### config.mk
export PLATFORM = sky130hd
export DESIGN_NAME = rre_fifo
export DESIGN_NICKNAME = d
export VERILOG_FILES = /design/src/rtl/rre_fifo.sv
export SDC_FILE = /design/constraint.sdc
export NUM_CORES = 1
export LEC_CHECK = 0
export ABC_AREA = 1
export BUFFER_PORTS_ARGS = -buffer_cell sky130_fd_sc_hd__buf_2
export CAP_MARGIN = 20
export CORE_AREA = 5 5 42 44
export CTS_CLUSTER_SIZE = 16
export DETAILED_ROUTE_END_ITERATION = 7
export DIE_AREA = 0 0 47 49
export GPL_TIMING_DRIVEN = 0
export PLACE_DENSITY = 0.5
export SYNTH_ARGS = -nofsm -noshare
export SYNTH_HDL_FRONTEND = slang
export SYNTH_SLANG_ARGS = --single-unit
### constraint.sdc
create_clock -name clk_i -period 2.8 [get_ports clk_i]
set_input_delay 0.28 -clock clk_i [delete_from_list [all_inputs] [get_ports clk_i]]
set_output_delay 0.28 -clock clk_i [all_outputs]
set_load 0.05 [all_outputs]
### src/rtl/rre_fifo.sv
`default_nettype none

module rre_fifo #(
  parameter int unsigned Width = 1,
  parameter int unsigned Depth = 2
) (
  input  logic             clk_i,
  input  logic             rst_ni,
  input  logic             push_i,
  input  logic [Width-1:0] wdata_i,
  input  logic             pop_i,
  output logic             full_o,
  output logic             empty_o,
  output logic [Width-1:0] rdata_o
);

  localparam int unsigned PtrW = (Depth > 1) ? $clog2(Depth) : 1;
  localparam int unsigned CntW = $clog2(Depth + 1);

  logic [Width-1:0] mem_q [Depth];
  logic [PtrW-1:0]  wptr_q, wptr_d;
  logic [PtrW-1:0]  rptr_q, rptr_d;
  logic [CntW-1:0]  cnt_q, cnt_d;
  logic             do_push;
  logic             do_pop;

  function automatic logic [PtrW-1:0] wrap_inc(input logic [PtrW-1:0] p);
    wrap_inc = (p == PtrW'(Depth - 1)) ? '0 : p + 1'b1;
  endfunction

  assign full_o  = (cnt_q == CntW'(Depth));
  assign empty_o = (cnt_q == '0);
  assign do_push = push_i && !full_o;
  assign do_pop  = pop_i && !empty_o;
  assign rdata_o = mem_q[rptr_q];

  always_comb begin
    wptr_d = do_push ? wrap_inc(wptr_q) : wptr_q;
    rptr_d = do_pop ? wrap_inc(rptr_q) : rptr_q;
    cnt_d  = cnt_q;
    if (do_push && !do_pop) begin
      cnt_d = cnt_q + 1'b1;
    end else if (do_pop && !do_push) begin
      cnt_d = cnt_q - 1'b1;
    end
  end

  always_ff @(posedge clk_i or negedge rst_ni) begin
    if (!rst_ni) begin
      wptr_q <= '0;
      rptr_q <= '0;
      cnt_q  <= '0;
    end else begin
      wptr_q <= wptr_d;
      rptr_q <= rptr_d;
      cnt_q  <= cnt_d;
    end
  end

  always_ff @(posedge clk_i) begin
    if (do_push) begin
      mem_q[wptr_q] <= wdata_i;
    end
  end

endmodule

`default_nettype wire

Word level (Yosys, flattened, before mapping):

Memory sizes are Yosys's and may differ from the RTL's.
Cells that the tools add are included.

* add/subtract/negate cells: 4
* equality and inequality tests: 1
* muxes and demuxes: 6
* reductions and logical operators: 10

Operator list (number)
* $logic_and 1x1->1: 4
* $logic_not 1->1: 4
* $mux 1: 4
* $mux 2: 2
* $add 1x1->1 const B: 2
* $add 2x1->2 const B: 1
* $eq 2x2->1 const B: 1
* $logic_not 2->1: 1
* $reduce_bool 2->1: 1
* $sub 2x1->2 const B: 1

* register bits: 4
* memory bits (writable): 2
* bits of input ports: 5
* output and inout bits: 3
* word-level logic and storage cells: 25
* memories kept: 1

Memories
* mem_q: depth 2, width 1, read ports 1, clocked after memory_dff 0, write ports 1, line 20 `logic [Width-1:0] mem_q [Depth];`

Logic depth before layout (Yosys ltp):

Gate-level depths: netlist of run 1.

* depth in word-level cells: 7
* gate-level depth with buffers: 9

Least setup slack after synthesis of run 1:

OpenSTA, ideal clock, no wires.

* path type: reg2reg
* start point: register cnt_q[0]
* end point: register cnt_q[1]
* library setup time: 117 ps
* arrival: 1521 ps
* data required time: 2683 ps
* path slack: 1162 ps
* cell stages (with the launch flop): 8
* clock period less this slack: 1638 ps
* path through: dfrtp_1 > nor2_2 > nor2_2 > ha_1 > inv_1 > nand3_1 > nand2_1 > nand2_1

* cells in the longest elaborated chain, start to end: 6
* elaborated cells between the ends (all ways): 15
* classes of those cells: add/sub: 2; eq/ne: 1; mux: 2; reduce/logical: 10

Ends and longest elaborated chain
* start, declared: line 23 `logic [CntW-1:0] cnt_q, cnt_d;`
* start signal, assigned: line 56 `cnt_q <= cnt_d;`
* $eq 2x2->1 (*): line 31 `assign full_o = (cnt_q == CntW'(Depth));`
* named net full_o: line 12 `output logic full_o,`
* $logic_not 1->1 (*): line 33 `assign do_push = push_i && !full_o;`
* $logic_and 1x1->1 (*): line 33
* $logic_not 1->1: line 43 `end else if (do_pop && !do_push) begin`
* $logic_and 1x1->1: line 43
* $reduce_bool 2->1 (no line)

The timed path passes the listed nets; every way through them passes the cells marked *. The select of a mux whose other input is x is not followed.
A chain may end at the register's enable or synchronous reset.

Worst setup path after layout of run 1:

* start point: register cnt_q[0]
* end point: output full_o

* cells in the longest elaborated chain, start to end: 1

Ends and longest elaborated chain (line)
* $eq 2x2->1: 31
* end, declared: 12

No other way between the ends.

==> results of run 1 <==
[stage by stage]
stage | total power, W | util, %
after floorplan | 0.000353 | -
after global placement | 0.000399 | 25.7
after detailed placement | 0.000402 | 25.7
after CTS | 0.000496 | 28.3
after global routing | 0.000529 | 28.3
final | 0.000489 | 28.3
[how the worst min path moves through the flow]
stage,depth (start not counted),to,from
finish,1,mem_q[0],wdata_i
global route,1,mem_q[1],wdata_i
CTS,1,mem_q[1],wdata_i
detailed placement,1,cnt_q[0],rst_ni
global placement,1,cnt_q[0],rst_ni
floorplan,0,cnt_q[0],rst_ni
[placed cells by master (no fill, tap or decap)]
cell,instances
sky130_fd_sc_hd__nand2_1,12
sky130_fd_sc_hd__inv_1,8
sky130_fd_sc_hd__buf_2,7
sky130_fd_sc_hd__dfrtp_1,4
sky130_fd_sc_hd__clkbuf_4,3
sky130_fd_sc_hd__nor2_1,2
sky130_fd_sc_hd__nor2_2,2
sky130_fd_sc_hd__o21ai_0,2
sky130_fd_sc_hd__edfxtp_1,2
sky130_fd_sc_hd__nand3_1,1
sky130_fd_sc_hd__nand4_1,1
sky130_fd_sc_hd__xnor2_1,1
sky130_fd_sc_hd__nand3b_1,1
sky130_fd_sc_hd__ha_1,1
sky130_fd_sc_hd__clkbuf_1,1
sky130_fd_sc_hd__dlygate4sd3_1,1
[area by class of cell]
cell class | instances | area (sq um)
Fill cell | 169 | 1000
Sequential cell | 6 | 160
Multi-Input combinational cell | 23 | 115
Timing Repair Buffer | 8 | 45.0
Inverter | 8 | 30.0
Clock buffer | 4 | 26.3
Tap cell | 16 | 20.0
[cells by family (layout without fill, tap and decap cells)]
group | Yosys count | count (layout)
DFF | 6 | 6
AOI/OAI and AO/OA | 2 | 2
buffers and inverters | 8 | 20
and+or+nand+nor | 19 | 19
xor gates and xnor gates | 1 | 1
adders and majority gates | 1 | 1
[flip-flops by register name, summed over array words and instances, names as in the netlist]
name,count
rptr_q,1
cnt_q,2
wptr_q,1
mem_q,2
[synth_stat cells (all sizes together)]
| master | count | share of area (%) |
|---|---|---|
| nand2 | 12 | 15 |
| inv | 8 | 9.8 |
| dfrtp | 4 | 33 |
| nor2 | 4 | 6.6 |
| edfxtp | 2 | 20 |
| o21ai | 2 | 3.3 |
| ha | 1 | 4.1 |
| nand3 | 1 | 1.6 |
| nand3b | 1 | 2.5 |
| nand4 | 1 | 2.1 |
| xnor2 | 1 | 2.9 |
[power by group through the flow]
stage / clock network, W / registers, W / logic [W]
6_report: 0.0000884 / 0.000162 / 0.000238
3_3_place_gp: 0 / 0.000163 / 0.000236
5_1_grt: 0.0000960 / 0.000166 / 0.000267
3_5_place_dp: 0 / 0.000163 / 0.000240
2_1_floorplan: 0 / 0.000156 / 0.000197
4_1_cts: 0.0000923 / 0.000162 / 0.000242
[worst max-delay path, stage by stage, from the launching register on]
cell and delay [ns]:
sky130_fd_sc_hd__dfrtp_1 0.46, sky130_fd_sc_hd__nor2_2 0.17, sky130_fd_sc_hd__buf_2 0.28
[routing by layer]
| metal | track usage [%] | up-vias | routed length, microns |
|---|---|---|---|
| li1 | - | 138 | - |
| met1 | 6.50 | 107 | 256 |
| met2 | 6.33 | 8 | 234 |
| met3 | 3.32 | 0 | 64 |
| met4 | 6.91 | 0 | 0 |
| met5 | 0 | - | 0 |
[timing repair]
item,4_1_cts,5_1_grt
gates resized for setup,0,0
hold endpoints to repair,4,0
hold buffers,1,0
==> metrics.txt, run 1 <==
Initial Util=between 20% and 30%; headroom to the max-slew limit=between 80% and 90%; Final Wtd Congestion=0.719; vias in the first global route=215; Max Fanout on Critical Path=7; Clock Power Share=18.1%; Sw Pwr=between 0.0002 and 0.00025 W; site row count=14; placed wire-length estimate=about 440 microns; # IOs=8; xor and xnor fraction of the mapped netlist area=between 2 and 3%; routed via count divided by cell count=3.89; number of setup violations in the final report=0; global router's overall resource usage=under 10%; clock latency reported for the late side of the worst-skew pair=0.25 ns; CTS tree=built; Detailed Route Iter0 Violations=8; number of hold violations in the final report=0; die footprint=2300 sq um; sequential cell area fraction in the yosys report=52.5%; detailed-route via count=253; antenna violations before repair=0; placed standard-cell area=360 sq um; die outline width=47 microns; Yosys warnings=0; remaining antenna violation count after routing=0; critical path required time=2.52 ns; root buffer cell=sky130_fd_sc_hd__clkbuf_4; clock slew seen by the registers of the worst setup and hold paths=approximately 0.050 ns; post-synthesis net count=43; main combinational cell family by area after synthesis=simple AND/OR/NAND/NOR gates; worst reg2reg startpoint=cnt_q[0]; Setup WS post-layout=1.37 ns; worst clock skew=0.00648 ns; die extent in y=49 microns; number of placed instances, taps included=60; arrival time reported for the critical path endpoint=1.15 ns; Reg power frac=33.2%; maximum buffer depth of the clock tree=2; worst-case reg-to-reg path depth=6; setup repair after global routing missed its margin=false; total negative setup slack=0 ns; CP Capture Point=full_o; worst slack after detailed placement=between 1 and 1.5 ns; share of the cycle needed by the critical path after routing=51.2%; number of optimization iterations in the first detailed-route pass=4; H-tree levels=1; capture instance of the worst register-to-register path=cnt_q[1]; area fraction in and, or, nand and nor cells after synthesis=27.5%; wirelength, routed=556 microns; actual slew at the worst max-slew pin=between 0.2 and 0.3 ns; cts bufs inserted=3; wire length of the first global-routing pass=848 microns; core area=roughly 1400 sq um; clock sinks=6; layout cells sized above 1=24.5%; post-detailed-route DRC marker count=0; worst hold path type=in -> reg; R2R setup slack=between 1 and 1.5 ns; mapped cell area=305 sq um; Buffers on Ports=7; area delta synth->final=29.9%; maximum vdd drop=425 uV; endpoint class of the critical path=primary output; final layout net count=56; final hold slack=0.221 ns; number of setup buffers added after CTS=0; type of the setup path with the least slack=reg -> out; count of unique library cells instantiated by Yosys=12; part of the total power dissipated in combinational logic=48.7%; Pwr Density=1230 nW/um^2; Static Leak=0.216 nW; CP Launch Type=register; final cell area excluding filler cells=397 sq um; total overflow reported by the global router=0; Post-Syn Area per Cell=8.25 sq um; post-synthesis share of cell area spent on full adders, half adders and majority gates=~4.1%; Net Sw Frac=47.5%; maximum number of pins on one net before global-route repair=8; highest clock frequency the design can meet=697 MHz; mux share of post-synthesis cell area=0%; Final Non-Filler Cells=65; number of synthesized register bits=6; internal power component=0.000257 W; post-detailed-route wirelength per cell=between 8 and 9 microns; count of maximum capacitance violations=0; number of antenna repair diodes=0; result of the run=complete, no violations; Gate Count Post-Synth=37; post-synthesis compound-gate area fraction=3.28%; max-slew violation count=0; post-layout min period=1.43 ns; beginning of the critical path=cnt_q[0]
Power figures use the tool's default switching activity.
==> run 2: changes to the inputs <==
- clock period: 2.8 -> 1.4 ns (I/O delays scaled with it)
==> run 2 against run 1 <==
  * Register-to-register slack got worse by 1.3 ns
  * Combinational power increased by 120%
  * Count of clock-buffer cells in the layout decreased by 1
  * Highest routed layer unchanged
==> metrics.txt, run 2 (synthesis gave the netlist of run 1 again) <==
result of the run=complete, no violations; max-slew violation count=0; Final Wtd Congestion=slightly above 0.7; die footprint=2300 sq um; number of setup violations in the final report=0; headroom to the max-slew limit=between 80% and 90%; # IOs=8; vias in the first global route=~260; endpoint class of the critical path=primary output; die outline width=47 microns; actual slew at the worst max-slew pin=0.254 ns; post-layout min period=roughly 1.3 ns; Pwr Density=2440 nW/um^2; number of filler cells placed in the layout=160; number of antenna repair diodes=0; Final Non-Filler Cells=64; Min-Delay Endpoint=mem_q[1]; Buffers on Ports=7; wirelength, routed=551 microns; total power of the final layout=0.00102 W; maximum buffer depth of the clock tree=2; routed via count divided by cell count=slightly above 4; registers with the most flip-flops=cnt_q: 2 flops, mem_q: 2 flops; remaining antenna violation count after routing=0; critical path required time=around 1.3 ns; cells along the critical path=nor2_4 -> buf_2; setup repair after global routing missed its margin=false; final layout net count=56; root buffer cell=sky130_fd_sc_hd__clkbuf_4; Detailed Route Iter0 Violations=2; detailed-route via count=between 200 and 300; site row count=14; number of optimization iterations in the first detailed-route pass=2; count of maximum capacitance violations=0; arrival time reported for the critical path endpoint=between 1 and 1.5 ns; worst hold path type=in -> reg; H-tree levels=1; Critical-path top delay cell=sky130_fd_sc_hd__dfrtp_2; number of placed instances, taps included=60; worst-case reg-to-reg path depth=6; R2R setup slack=0.14 ns; commonest non-fill, non-tap cell in the layout=sky130_fd_sc_hd__nand2_1; most used cells in the layout excluding fill and tap cells=12 x sky130_fd_sc_hd__nand2_1, 7 x sky130_fd_sc_hd__inv_1, 7 x sky130_fd_sc_hd__buf_2; clock latency reported for the late side of the worst-skew pair=around 0.24 ns; CP Launch Type=register; clock slew seen by the registers of the worst setup and hold paths=roughly 0.05 ns; Initial Util=21.8%; type of the setup path with the least slack=reg -> out; capture instance of the worst register-to-register path=cnt_q[1]; layout cells sized above 1=33.3%; worst clock skew=0.00290 ns; core area=around 1400 sq um; die extent in y=~49 microns; maximum vdd drop=857 uV; antenna violations before repair=0; startpoint of the lowest-slack hold path=wdata_i; area delta synth->final=37.7%; Finished Core Util=30.0%; maximum number of pins on one net before global-route repair=8; Max Fanout on Critical Path=7; Min-Delay Path Depth=1; wire length of the first global-routing pass=959 microns; number of hold violations in the final report=0; highest clock frequency the design can meet=a little under 800 MHz; CTS tree=built; worst reg2reg startpoint=cnt_q[0]; clock sinks=6; final hold slack=0.0885 ns; Static Leak=0.216 nW; register cell area after layout=161 sq um; post-detailed-route wirelength per cell=8.61 microns; cts bufs inserted=3; worst stage delay on the critical path=0.46 ns; area used by multi-input combinational logic=141 sq um; global router's overall resource usage=6.09%; total overflow reported by the global router=0; post-detailed-route DRC marker count=0; share of the cycle needed by the critical path after routing=91.1%; beginning of the critical path=cnt_q[0]
[run 2: cell count changes in the layout (fill, tap and decap cells not counted), sizes merged]
cell    change
clkbuf      -1
[run 2: worst max-delay path, delay by kind of cell, from the launching register on]
kind | cells | cell delay (ns)
flops | 1 | 0.46
simple gates | 1 | 0.15
buf+inv | 1 | 0.27
[run 2: power by group]
part | total (W) | internal [W] | switching [W]
Sequential | 0.000340 | 0.000263 | 0.0000776
Combinational | 0.000527 | 0.000174 | 0.000354
Clock | 0.000157 | 0.0000968 | 0.0000605
Total | 0.00102 | 0.000533 | 0.000492
[run 2: worst max path at each step]
| stage | to | cells after the start |
|---|---|---|
| final | full_o | 2 |
| after global routing | cnt_q[1] | 6 |
| after CTS | cnt_q[1] | 6 |
| after detailed placement | cnt_q[1] | 6 |
| after global placement | cnt_q[1] | 6 |
| after floorplan | rptr_q | 3 |
[run 2: through the flow]
step | setup slack (ns) | TNS, ns | area, sq um
finish | 0.125 | 0 | 420
global route | 0.0302 | 0 | 420
CTS | 0.0483 | 0 | 398
detailed placement | -0.0250 | -0.0250 | 365
global placement | -0.0355 | -0.0355 | 365
floorplan | -0.0850 | -0.160 | 310
[run 2: what timing repair did]
action                                 CTS  global route
hold buffers                             1             0
endpoints found under the hold margin    4             0
buffers inserted                         0             0
setup endpoints to repair                1             1
resized for setup                        1             5
[run 2: layout make-up]
type                            instances  share of cell area [%]
Clock buffer                            3                    5.36
Inverter                                8                    7.14
Sequential cell                         6                    38.4
Timing Repair Buffer                    8                    10.7
Multi-Input combinational cell         23                    33.6
Tap cell                               16                    4.76
[run 2: layer usage]
layer | wire length (microns) | GRT usage [%] | up-vias
met5 | 0 | 0 | -
met4 | 0 | 2.76 | 0
met2 | 233 | 8.82 | 8
li1 | - | - | 135
met1 | 273 | 6.49 | 119
met3 | 44 | 4.43 | 0
