--- src/rtl/rre_pkg.sv ---
`default_nettype none

package rre_pkg;

  localparam int unsigned CoordW   = 9;
  localparam int unsigned CharW    = 8;
  localparam int unsigned PosW     = 24;
  localparam int unsigned SizeW    = 23;
  localparam int unsigned FracW    = 8;
  localparam int unsigned SpanW    = PosW + 1 - FracW;
  localparam int unsigned ReadW    = 8;
  localparam int unsigned KindW    = 2;
  localparam int unsigned CfgIdxW  = 2;
  localparam int unsigned CfgDataW = 9;
  localparam int unsigned CeilOff  = (1 << FracW) - 1;

  localparam int unsigned MaxWidthDef  = 256;
  localparam int unsigned MaxHeightDef = 256;
  localparam int unsigned CmdDepth     = 2;
  localparam int unsigned ResDepth     = 2;

  localparam logic [CoordW-1:0] WidthRst  = 9'd256;
  localparam logic [CoordW-1:0] HeightRst = 9'd256;
  localparam logic [CharW-1:0]  BgRst     = 8'd32;

  typedef enum logic [KindW-1:0] {
    KindClear = 2'd0,
    KindDraw  = 2'd1,
    KindRead  = 2'd2
  } kind_e;

  typedef enum logic [CfgIdxW-1:0] {
    CfgWidth  = 2'd0,
    CfgHeight = 2'd1,
    CfgBg     = 2'd2
  } cfg_idx_e;

  typedef enum logic [1:0] {
    OpFill,
    OpReadMem,
    OpReadBg
  } op_e;

  typedef enum logic [1:0] {
    StIdle,
    StPaint,
    StRead
  } state_e;

  typedef struct packed {
    logic [CoordW-1:0] width;
    logic [CoordW-1:0] height;
    logic [CharW-1:0]  bg;
  } cfg_t;

  typedef struct packed {
    op_e               op;
    logic              outline;
    logic              at_top;
    logic              at_bottom;
    logic              at_left;
    logic              at_right;
    logic [CoordW-1:0] row_lo;
    logic [CoordW-1:0] row_hi;
    logic [CoordW-1:0] col_lo;
    logic [CoordW-1:0] col_hi;
    logic [CharW-1:0]  chr;
  } cmd_t;

endpackage

`default_nettype wire

--- src/rtl/rre_front.sv ---
`default_nettype none

module rre_front #(
  parameter int unsigned MaxWidth  = rre_pkg::MaxWidthDef,
  parameter int unsigned MaxHeight = rre_pkg::MaxHeightDef
) (
  input  rre_pkg::cfg_t                      cfg_i,
  input  logic        [rre_pkg::KindW-1:0]   kind_i,
  input  logic                               outline_only_i,
  input  logic signed [rre_pkg::PosW-1:0]    rect_x_i,
  input  logic signed [rre_pkg::PosW-1:0]    rect_y_i,
  input  logic        [rre_pkg::SizeW-1:0]   rect_width_i,
  input  logic        [rre_pkg::SizeW-1:0]   rect_height_i,
  input  logic        [rre_pkg::CharW-1:0]   paint_char_i,
  input  logic        [rre_pkg::ReadW-1:0]   read_row_i,
  input  logic        [rre_pkg::ReadW-1:0]   read_col_i,
  output rre_pkg::cmd_t                      cmd_o,
  output logic                               keep_o
);

  typedef struct packed {
    logic                       hit;
    logic                       lo_edge;
    logic                       hi_edge;
    logic [rre_pkg::CoordW-1:0] lo;
    logic [rre_pkg::CoordW-1:0] hi;
  } span_t;

  logic [rre_pkg::CoordW-1:0] eff_w;
  logic [rre_pkg::CoordW-1:0] eff_h;
  logic                       read_in;
  span_t                      sx;
  span_t                      sy;

  // Ceiling of the start, floor of the end, then clipping to [0, lim - 1].
  function automatic span_t clip_span(input logic signed [rre_pkg::PosW-1:0]  pos,
                                      input logic        [rre_pkg::SizeW-1:0] len,
                                      input logic        [rre_pkg::CoordW-1:0] lim);
    logic signed [rre_pkg::PosW:0]    start_sum;
    logic signed [rre_pkg::PosW:0]    end_sum;
    logic signed [rre_pkg::SpanW-1:0] first;
    logic signed [rre_pkg::SpanW-1:0] last;
    logic signed [rre_pkg::SpanW-1:0] lim_m1;
    logic signed [rre_pkg::SpanW-1:0] lo;
    logic signed [rre_pkg::SpanW-1:0] hi;
    span_t                            s;
    start_sum = $signed({pos[rre_pkg::PosW-1], pos})
              + $signed((rre_pkg::PosW + 1)'(rre_pkg::CeilOff));
    end_sum   = $signed({pos[rre_pkg::PosW-1], pos}) + $signed((rre_pkg::PosW + 1)'(len));
    first     = start_sum[rre_pkg::PosW:rre_pkg::FracW];
    last      = end_sum[rre_pkg::PosW:rre_pkg::FracW];
    lim_m1    = $signed(rre_pkg::SpanW'(lim) - rre_pkg::SpanW'(1));
    s.lo_edge = !first[rre_pkg::SpanW-1];
    s.hi_edge = (last <= lim_m1);
    lo        = s.lo_edge ? first : '0;
    hi        = s.hi_edge ? last : lim_m1;
    s.hit     = (lo <= hi) && (len != '0);
    s.lo      = lo[rre_pkg::CoordW-1:0];
    s.hi      = hi[rre_pkg::CoordW-1:0];
    clip_span = s;
  endfunction

  assign eff_w = (32'(cfg_i.width) > 32'(MaxWidth)) ?
                 rre_pkg::CoordW'(MaxWidth) : cfg_i.width;
  assign eff_h = (32'(cfg_i.height) > 32'(MaxHeight)) ?
                 rre_pkg::CoordW'(MaxHeight) : cfg_i.height;

  assign sx      = clip_span(rect_x_i, rect_width_i, eff_w);
  assign sy      = clip_span(rect_y_i, rect_height_i, eff_h);
  assign read_in = (rre_pkg::CoordW'(read_row_i) < eff_h) &&
                   (rre_pkg::CoordW'(read_col_i) < eff_w);

  always_comb begin
    cmd_o  = '0;
    keep_o = 1'b0;
    case (kind_i)
      rre_pkg::KindClear: begin
        cmd_o.op     = rre_pkg::OpFill;
        cmd_o.row_hi = eff_h - 1'b1;
        cmd_o.col_hi = eff_w - 1'b1;
        cmd_o.chr    = cfg_i.bg;
        keep_o       = (eff_w != '0) && (eff_h != '0);
      end
      rre_pkg::KindDraw: begin
        cmd_o.op        = rre_pkg::OpFill;
        cmd_o.outline   = outline_only_i;
        cmd_o.at_top    = sy.lo_edge;
        cmd_o.at_bottom = sy.hi_edge;
        cmd_o.at_left   = sx.lo_edge;
        cmd_o.at_right  = sx.hi_edge;
        cmd_o.row_lo    = sy.lo;
        cmd_o.row_hi    = sy.hi;
        cmd_o.col_lo    = sx.lo;
        cmd_o.col_hi    = sx.hi;
        cmd_o.chr       = paint_char_i;
        keep_o          = sx.hit && sy.hit;
      end
      rre_pkg::KindRead: begin
        cmd_o.op     = read_in ? rre_pkg::OpReadMem : rre_pkg::OpReadBg;
        cmd_o.row_lo = rre_pkg::CoordW'(read_row_i);
        cmd_o.col_lo = rre_pkg::CoordW'(read_col_i);
        cmd_o.chr    = cfg_i.bg;
        keep_o       = 1'b1;
      end
      default: begin
        keep_o = 1'b0;
      end
    endcase
  end

endmodule

`default_nettype wire

--- config.mk ---
export PLATFORM = sky130hd
export DESIGN_NAME = rre_front
export DESIGN_NICKNAME = d
export VERILOG_FILES = /design/src/rtl/rre_pkg.sv /design/src/rtl/rre_front.sv
export SDC_FILE = /design/constraint.sdc
export NUM_CORES = 1
export LEC_CHECK = 0
export ABC_AREA = 0
export BUFFER_PORTS_ARGS = -buffer_cell sky130_fd_sc_hd__buf_2
export CORE_ASPECT_RATIO = 0.5
export CORE_MARGIN = 2
export CORE_UTILIZATION = 45
export DETAILED_ROUTE_END_ITERATION = 8
export PLACE_DENSITY = 0.73
export SYNTH_ARGS = -nofsm -noshare
export SYNTH_HDL_FRONTEND = slang
export SYNTH_SLANG_ARGS = --single-unit
--- constraint.sdc ---
create_clock -name vclk -period 21.7
set_input_delay 2.17 -clock vclk [all_inputs]
set_output_delay 2.17 -clock vclk [all_outputs]
set_load 0.02 [all_outputs]
# Word level (Yosys, flattened, before mapping)
# Cells that the tools add are included.
# op_classes
n_addsub,8
magnitude_cmp,8
n_eq_ne,2
mux,15
n_reduce_logical,13
# op_table
cell,count
9-bit case mux with 2 select lines,4
24-bit by 24-bit adder with 25-bit output,2
"24-bit by 9-bit adder with 25-bit output, second input constant",2
23-bit nonzero test,2
17-bit by 10-bit <= comparator with 1-bit output,2
17-bit <= comparator,2
17-bit 2-to-1 mux,2
16-bit 2-to-1 mux,2
"9-bit by 1-bit subtractor with 10-bit output, second input constant",2
"9-bit > comparator, second input constant",2
8-bit by 9-bit less-than comparator with 1-bit output,2
9-bit 2-to-1 mux,2
9-bit nonzero test,2
"9-bit by 1-bit subtractor with 9-bit output, second input constant",2
8-bit case mux with 2 select lines,1
1-bit logical AND,5
5-bit 2-to-1 mux,1
2-bit 2-to-1 mux,2
1-bit case mux with 3 select lines,1
"2-bit by 1-bit == test with 1-bit output, second input constant",1
"2-bit == test, second input constant",1
1-bit zero test,2
2-bit zero test,1
2-bit OR reduction,1
# word_totals
reg_bits,0
elab_cells,46

# Depth between registers and ports, before layout
# Gate-level depths: netlist of run 1.
# depth
word_depth,9
mapped_depth,27
depth_no_buf,25

# Worst setup path after synthesis of run 1
# Ideal clock, no wire load.
# synth_timing
path_kind,input-to-output
start,input port rect_y_i[1] in the netlist's numbering
end,output port keep_o
t_arrival_ns,8.248
required_time_ns,19.530
slack_ns,11.282
path_stages,25
cell_sequence,ha_1 a311o_1 a21oi_1 o21ai_0 a2111oi_0 o31ai_1 a211oi_1 nor2_1 ha_1 nand4_1 nor4_1 nor2_1 a22o_1 or3_1 clkbuf_1 clkbuf_1 o21ai_0 ha_1 a21oi_1 o211ai_1 a221oi_1 o21ai_0 a2111oi_0 or4b_1 o32ai_1
# synth_via
elab_chain_cells,7
word_cells_on_any_way,9
cone_classes,add/sub (2); order compare (2); mux (3); reduce/logical (2)
# synth_lines
element,line,source
"start, declared",rre_front.sv:11,"input logic signed [rre_pkg::PosW-1:0] rect_y_i,"
24-bit by 24-bit adder with 25-bit output,rre_front.sv:49,"end_sum = $signed({pos[rre_pkg::PosW-1], pos}) + $signed((rre_pkg::PosW + 1)'(len));"
17-bit by 10-bit <= comparator with 1-bit output,rre_front.sv:54,s.hi_edge = (last <= lim_m1);
17-bit 2-to-1 mux,rre_front.sv:56,hi = s.hi_edge ? last : lim_m1;
17-bit <= comparator (*),rre_front.sv:57,s.hit = (lo <= hi) && (len != '0);
1-bit logical AND (*),rre_front.sv:57,
1-bit logical AND (*),rre_front.sv:96,keep_o = sx.hit && sy.hit;
1-bit case mux with 3 select lines (*),rre_front.sv:76,case (kind_i)
"end, declared",rre_front.sv:18,output logic keep_o
# Every way passes the cells marked *; elsewhere a longest branch is shown, timed or not.

# Worst setup path in the final report of run 1
# Ends and elaborated chain as after synthesis.

==> impl_metrics.yaml, run 1 <==
power:
  power.total_mw: 0.228
  powerDensity_nw_per_um2: 34.3
  power.share.combinational_pct: 100.0
  p_sw_share_pct: 60.0
  vdd_drop_max_v: 0.0000184
  p_switching_mw: 0.137
  power.share.sequential_pct: 0
  p_clk_share_pct: 0
  leakage_nw: 3.29
  intPower_mw: 0.0913
clocking:
  post-cts-setup-buffer-count: 0
  cts_resized: 0
  cts-hold-fix-buffers: 0
route:
  wirelength_um: 19400
  post-route-drc-count: 0
  vias_per_cell: 5.92
  routedWlPerCell_um: 16.8
  via_count: 6831
  drtIter0Drc: 372
  drt_pre_antenna_iters: 4
  drt.antenna.violating_nets: 0
sta:
  fmax_ghz: 0.0849
  max_slew_margin_pct: 18.0
  period_minus_slack_ns: 11.79
  whs_ns: 4.67
  period_share_pct: 54.3
  report.final.hold_viol_count: 0
  slew_viol_final: 0
  finalSetupTns_ns: 0
  rsz0062_at_grt: "no"
  worst_pin_slew_ns: 1.22
  setup_violations: 0
global_route:
  antenna_found_initial: 0
  track_usage_pct: 27.8
  grt_pass1_vias: 6248
  grt_pass1_wl_um: 30500
  grt_max_degree: 22
  grt-ovfl-total: 0
yosys:
  synth_top_family_by_area: "adder cells"
  yosysUniqueCellTypes: 66
  synth_compound_area_share_pct: 27.5
  avgSynthCellArea_um2: 6.85
  synthSimpleGateAreaFrac_pct: 27.3
  syn_area_um2: 5560
  synth_warnings: 0
  syn_inst: 812
  synth_fa_ha_area_share_pct: 29.3
  syn-num-nets: 1089
  yosysSeqAreaShare_pct: 0
  synth_mux_area_share_pct: 1.46
  synth_xor_area_share_pct: 9.61
final_layout:
  nClkBuffers: 0
  fillers: 1243
  syn_to_final_growth_pct: 19.9
  layout.nets: 1267
  drive_above_1_share_pct: 21.6
  antennaDiodeCount: 0
  utilization_pct: 55.8
  regArea_um2: 0
  nFlopsAndLatches: 0
outcome:
  status: "completed"
place:
  place.gp.congestion: 0.930
  port_buffers: 199
  dp_hpwl_um: 17000
min_path:
  whs_endpoint: "cmd_o[48]"
  hold_path.class: "primary input to primary output"
  min_path_cells: 3
  worstHoldStart: "outline_only_i"
floorplanning:
  die_h_um: 82.6
  die_area_um2: 13300
  pin_count: 199
  coreArea_um2: 11900
  fp-row-count: 28
  die_w_um: 161
  start_util_pct: 46.5
job:
  cap_violations: 0
critical_path:
  critPathKind: "primary input to primary output"
  worstSetupEndpointType: "primary output"
  arrival_ns: 9.62
  crit_fanout: 12
  worst_ep_required_time_ns: 19.53
  critPathLaunchType: "primary input"
[layer usage]
metal | part of all wire (%) | wire length (µm) | track usage (%)
met3 | 4.3 | 840 | 1.75
met5 | 0 | 0 | 0
met1 | 46 | 8990 | 36.9
met2 | 47 | 9220 | 51.0
met4 | 1.9 | 361 | 5.27
[worst max-delay path by stage]
stage / from / end / slack (ns) / cells past startpoint
6_report: rect_y_i[1] / keep_o / 9.91 / 26
5_1_grt: rect_y_i[1] / keep_o / 9.17 / 26
3_5_place_dp: rect_y_i[1] / keep_o / 10.17 / 26
4_1_cts: rect_y_i[1] / keep_o / 10.10 / 26
3_3_place_gp: rect_y_i[1] / keep_o / 10.46 / 26
2_1_floorplan: rect_y_i[1] / keep_o / 11.28 / 25
[critical path, cell delays in order]
cell and delay (ns):
buf_2 0.11, ha_1 0.30, a311o_1 0.27, a21oi_1 0.16, o21ai_0 0.26, a2111oi_0 0.82
o31ai_1 0.24, a211oi_1 0.29, nor2_1 0.10, ha_1 0.34, nand4_1 0.11, nor4_1 0.34
nor2_1 0.13, a22o_1 0.25, nor3_1 0.93, nor2_1 0.36, a21oi_1 0.23, ha_1 0.27
a21oi_1 0.16, nand2_1 0.07, a221oi_1 0.22, o21ai_0 0.12, a2111oi_0 0.36, or4b_1 0.53
o32ai_1 0.27, buf_2 0.22
[cell usage after synthesis, types with 4 or more instances]
library cell	count	share of area (%)
ha_1	130	29
nor2_1	84	5.7
nand2_1	81	5.5
a21oi_1	67	6.0
o21ai_0	45	4.1
inv_1	43	2.9
xnor2_1	39	6.1
nand3_1	23	2.1
clkbuf_1	22	1.5
nand4_1	22	2.5
xor2_1	22	3.5
a21o_1	21	2.8
nor4_1	20	2.3
a211oi_1	18	2.4
o22ai_1	16	1.8
nand2b_1	15	1.7
nor3_1	13	1.2
and2_1	12	1.4
and3_1	9	1.0
a31oi_1	7	0.79
mux2i_1	7	1.3
o21ai_1	7	0.63
a22oi_1	6	0.81
o21a_1	6	0.81
nor2b_1	5	0.56
o211ai_1	5	0.68
or3_1	5	0.56
a2111oi_0	4	0.63
and4_1	4	0.63
o31ai_1	4	0.54
[power groups by stage]
stage | logic (mW) | clock network [mW] | registers [mW]
3_3_place_gp | 0.218 | 0 | 0
2_1_floorplan | 0.156 | 0 | 0
5_1_grt | 0.254 | 0 | 0
3_5_place_dp | 0.223 | 0 | 0
6_report | 0.228 | 0 | 0
4_1_cts | 0.225 | 0 | 0
[kinds of logic (layout without fill, tap and decap cells)]
| family | after synthesis | count (layout) |
|---|---|---|
| buffers and inverters | 68 | 244 |
| adders and majority gates | 130 | 130 |
| AOI/OAI and AO/OA | 237 | 237 |
| xor gates and xnor gates | 61 | 61 |
| muxes | 8 | 8 |
| and+or+nand+nor | 308 | 308 |
[metrics by stage]
step	cell area, µm²	instances	setup slack (ns)
2_1_floorplan	5560	812	11.28
3_3_place_gp	6660	1153	10.46
3_5_place_dp	6660	1153	10.17
4_1_cts	6660	1153	10.10
5_1_grt	6660	1153	9.17
6_report	6660	1153	9.91
[final cells by class]
class                      instances  area [µm²]  share of cell area (%)
multi-input combinational        744        5290                    79.4
timing repair buffer             200        1000                    15.1
tap                              165         206                    3.10
inverter                          44         165                    2.48
[layout by cell type (no fill, tap or decap), types with 3 or more instances in the layout]
master and count:
a21o_1 21, o22ai_1 16, o21ai_0 45, and2_1 12, xor2_1 22, a211oi_1 18
a221o_1 3, nand2b_1 15, a21oi_1 67, nor2b_1 5, nor4_1 20, nand4_1 22
or3_1 5, ha_1 130, o31a_1 3, nand2_1 81, a2111oi_0 4, nand3_1 23
xnor2_1 39, o21ai_1 7, o211ai_1 5, a22oi_1 6, nor2_1 84, mux2i_1 7
and4_1 4, o31ai_1 4, buf_2 199, and3_1 9, a31oi_1 7, inv_1 43
o21a_1 6, nor3_1 13
(Power assumes the default switching activity.)
==> inputs of run 2 (changes only) <==
--- a/config.mk
+++ b/config.mk
@@ -5,13 +5,13 @@
 export SDC_FILE = /design/constraint.sdc
 export NUM_CORES = 1
 export LEC_CHECK = 0
-export ABC_AREA = 0
+export ABC_AREA = 1
 export BUFFER_PORTS_ARGS = -buffer_cell sky130_fd_sc_hd__buf_2
 export CORE_ASPECT_RATIO = 0.5
 export CORE_MARGIN = 2
 export CORE_UTILIZATION = 45
 export DETAILED_ROUTE_END_ITERATION = 8
-export PLACE_DENSITY = 0.73
+export PLACE_DENSITY = 0.71
 export SYNTH_ARGS = -nofsm -noshare
 export SYNTH_HDL_FRONTEND = slang
 export SYNTH_SLANG_ARGS = --single-unit
==> constraint.sdc (replaced) <==
create_clock -name vclk -period 11.9
set_input_delay 1.19 -clock vclk [all_inputs]
set_output_delay 1.19 -clock vclk [all_outputs]
set_load 0.02 [all_outputs]
==> run 2 against run 1 <==
- cell area grew 15%
- synthesized area grew 17%
- worst setup slack lost 5.9 ns
- non-clock buffer count shrank 1
- critical path depth grew 6
- critical endpoint unchanged
- largest cell class unchanged
- highest routed layer unchanged
==> impl_metrics.yaml, run 2 <==
yosys:
  yosys.area.top_type: "ha_1"
  syn_area_um2: 6480
  syn_inst: 1190
  synth.area.top_cells: "ha_1 25%, nand2_1 20%, inv_1 9.8%"
  yosysUniqueCellTypes: 43
  netlist.area_leader.share_pct: 25.1
  synth_warnings: 0
  syn-num-nets: 1467
  yosys.cell_count.top_type: "nand2_1"
  yosysSeqAreaShare_pct: 0
  synth_common_cells: "350 x nand2_1, 170 x inv_1, 130 x ha_1, 125 x nor2_1, 93 x a21oi_1"
  avgSynthCellArea_um2: 5.45
power:
  p_switching_mw: 0.327
  vdd_drop_max_v: 0.0000223
  p_sw_share_pct: 64.2
  power.share.combinational_pct: 100.0
  leakage_nw: 4.56
  powerDensity_nw_per_um2: 66.5
  intPower_mw: 0.183
  power.share.sequential_pct: 0
  p_clk_share_pct: 0
sta:
  period_share_pct: 65.9
  fmax_ghz: 0.127
  slew_viol_final: 0
  period_minus_slack_ns: 7.85
  whs_ns: 2.69
  max_slew_margin_pct: 49.0
  worst_pin_slew_ns: 0.763
  setup_violations: 0
  finalSetupTns_ns: 0
  report.final.hold_viol_count: 0
  setup_slack_ns: 4.05
  rsz0062_at_grt: "no"
place:
  port_buffers: 199
  dp_hpwl_um: 19600
  place.gp.congestion: 0.993
  placed_area_um2: 7670
  pre_cts_ws_ns: 4.19
final_layout:
  regArea_um2: 0
  nClkBuffers: 0
  drive_above_1_share_pct: 16.7
  mostFrequentLayoutCells: "350 x nand2_1, 199 x buf_2, 170 x inv_1"
  nFlopsAndLatches: 0
  syn_to_final_growth_pct: 18.3
  layout.nets: 1657
  fin_area_um2: 7670
  mostFrequentLayoutCell: "nand2_1"
  antennaDiodeCount: 0
global_route:
  track_usage_pct: 27.5
  grt-ovfl-total: 0
  grt_pass1_wl_um: 35300
  grt_pass1_vias: 7420
  grt_max_degree: 26
  antenna_found_initial: 0
route:
  drt_pre_antenna_iters: 5
  vias_per_cell: 5.25
  post-route-drc-count: 0
  wirelength_um: 22100
  drt.antenna.violating_nets: 0
  drtIter0Drc: 491
  via_count: 8248
  routedWlPerCell_um: 14.1
critical_path:
  path_common_cell: "nand2_1"
  worst_ep_required_time_ns: 10.71
  critPathKind: "primary input to primary output"
  worstSetupStartpoint: "rect_y_i[9]"
  critical_path.endpoint: "keep_o"
  critical-path-max-stage-delay_ns: 0.44
  crit_fanout: 25
  arrival_ns: 6.66
  critPathLaunchType: "primary input"
  slowest_stage: "nand2_1"
  worstSetupEndpointType: "primary output"
floorplanning:
  fp-row-count: 30
  die_h_um: 88.9
  coreArea_um2: 13800
  start_util_pct: 46.9
  die_area_um2: 15400
  pin_count: 199
  die_w_um: 174
clocking:
  cts_resized: 0
  cts-hold-fix-buffers: 0
  post-cts-setup-buffer-count: 0
job:
  cap_violations: 0
outcome:
  status: "completed"
min_path:
  hold_path.class: "primary input to primary output"
[run 2: worst min path at each step]
stage                   start        end  slack [ns]  depth (start not counted)
2_1_floorplan  outline_only_i  cmd_o[48]        2.51                          2
3_3_place_gp   outline_only_i  cmd_o[48]        2.68                          4
3_5_place_dp   outline_only_i  cmd_o[48]        2.69                          4
4_1_cts        outline_only_i  cmd_o[48]        2.69                          4
5_1_grt        outline_only_i  cmd_o[48]        2.72                          4
6_report       outline_only_i  cmd_o[48]        2.69                          4
[run 2: final cells by class]
class / instances / area, µm²
repair buffers: 199 / 996
multi-input cells: 1006 / 5780
well taps: 192 / 240
fillers: 1551 / 6140
inverters: 173 / 649
[run 2: stage by stage]
| stage | total power, mW | cells | util (%) |
|---|---|---|---|
| after floorplan | 0.353 | 1190 | - |
| after global placement | 0.490 | 1570 | 55.5 |
| after detailed placement | 0.499 | 1570 | 55.5 |
| after CTS | 0.502 | 1570 | 55.5 |
| after global routing | 0.576 | 1570 | 55.5 |
| final | 0.510 | 1570 | 55.5 |
[run 2: metal layers]
metal	global-route usage (%)	vias up	wire, µm
li1	-	4318	-
met1	36.7	3673	10400
met2	51.8	237	10500
met3	0.859	20	1040
met4	2.98	0	210
met5	0	-	0
[run 2: worst max-delay path: cells and delay by family]
| family | cells | cell delay [ns] |
|---|---|---|
| XOR/XNOR | 1 | 0.29 |
| adder cells (fa/ha/maj) | 3 | 1.01 |
| AO/OA/AOI/OAI | 10 | 1.88 |
| buffers and inverters | 5 | 0.50 |
| AND/OR/NAND/NOR | 13 | 1.75 |
[run 2: cell families (layout without fill, tap and decap cells)]
logic type | count (synthesis) | after routing | synth area share [%]
compound gates | 226 | 226 | 19.4
xor+xnor | 39 | 39 | 5.27
fa+ha+maj | 130 | 130 | 25.1
buf+inv | 184 | 372 | 10.8
simple gates | 611 | 611 | 39.4
[run 2: power groups by stage]
| stage | registers [mW] | logic, mW | clock network [mW] |
|---|---|---|---|
| floorplan | 0 | 0.353 | 0 |
| global placement | 0 | 0.490 | 0 |
| detailed placement | 0 | 0.499 | 0 |
| CTS | 0 | 0.502 | 0 |
| global route | 0 | 0.576 | 0 |
| finish | 0 | 0.510 | 0 |
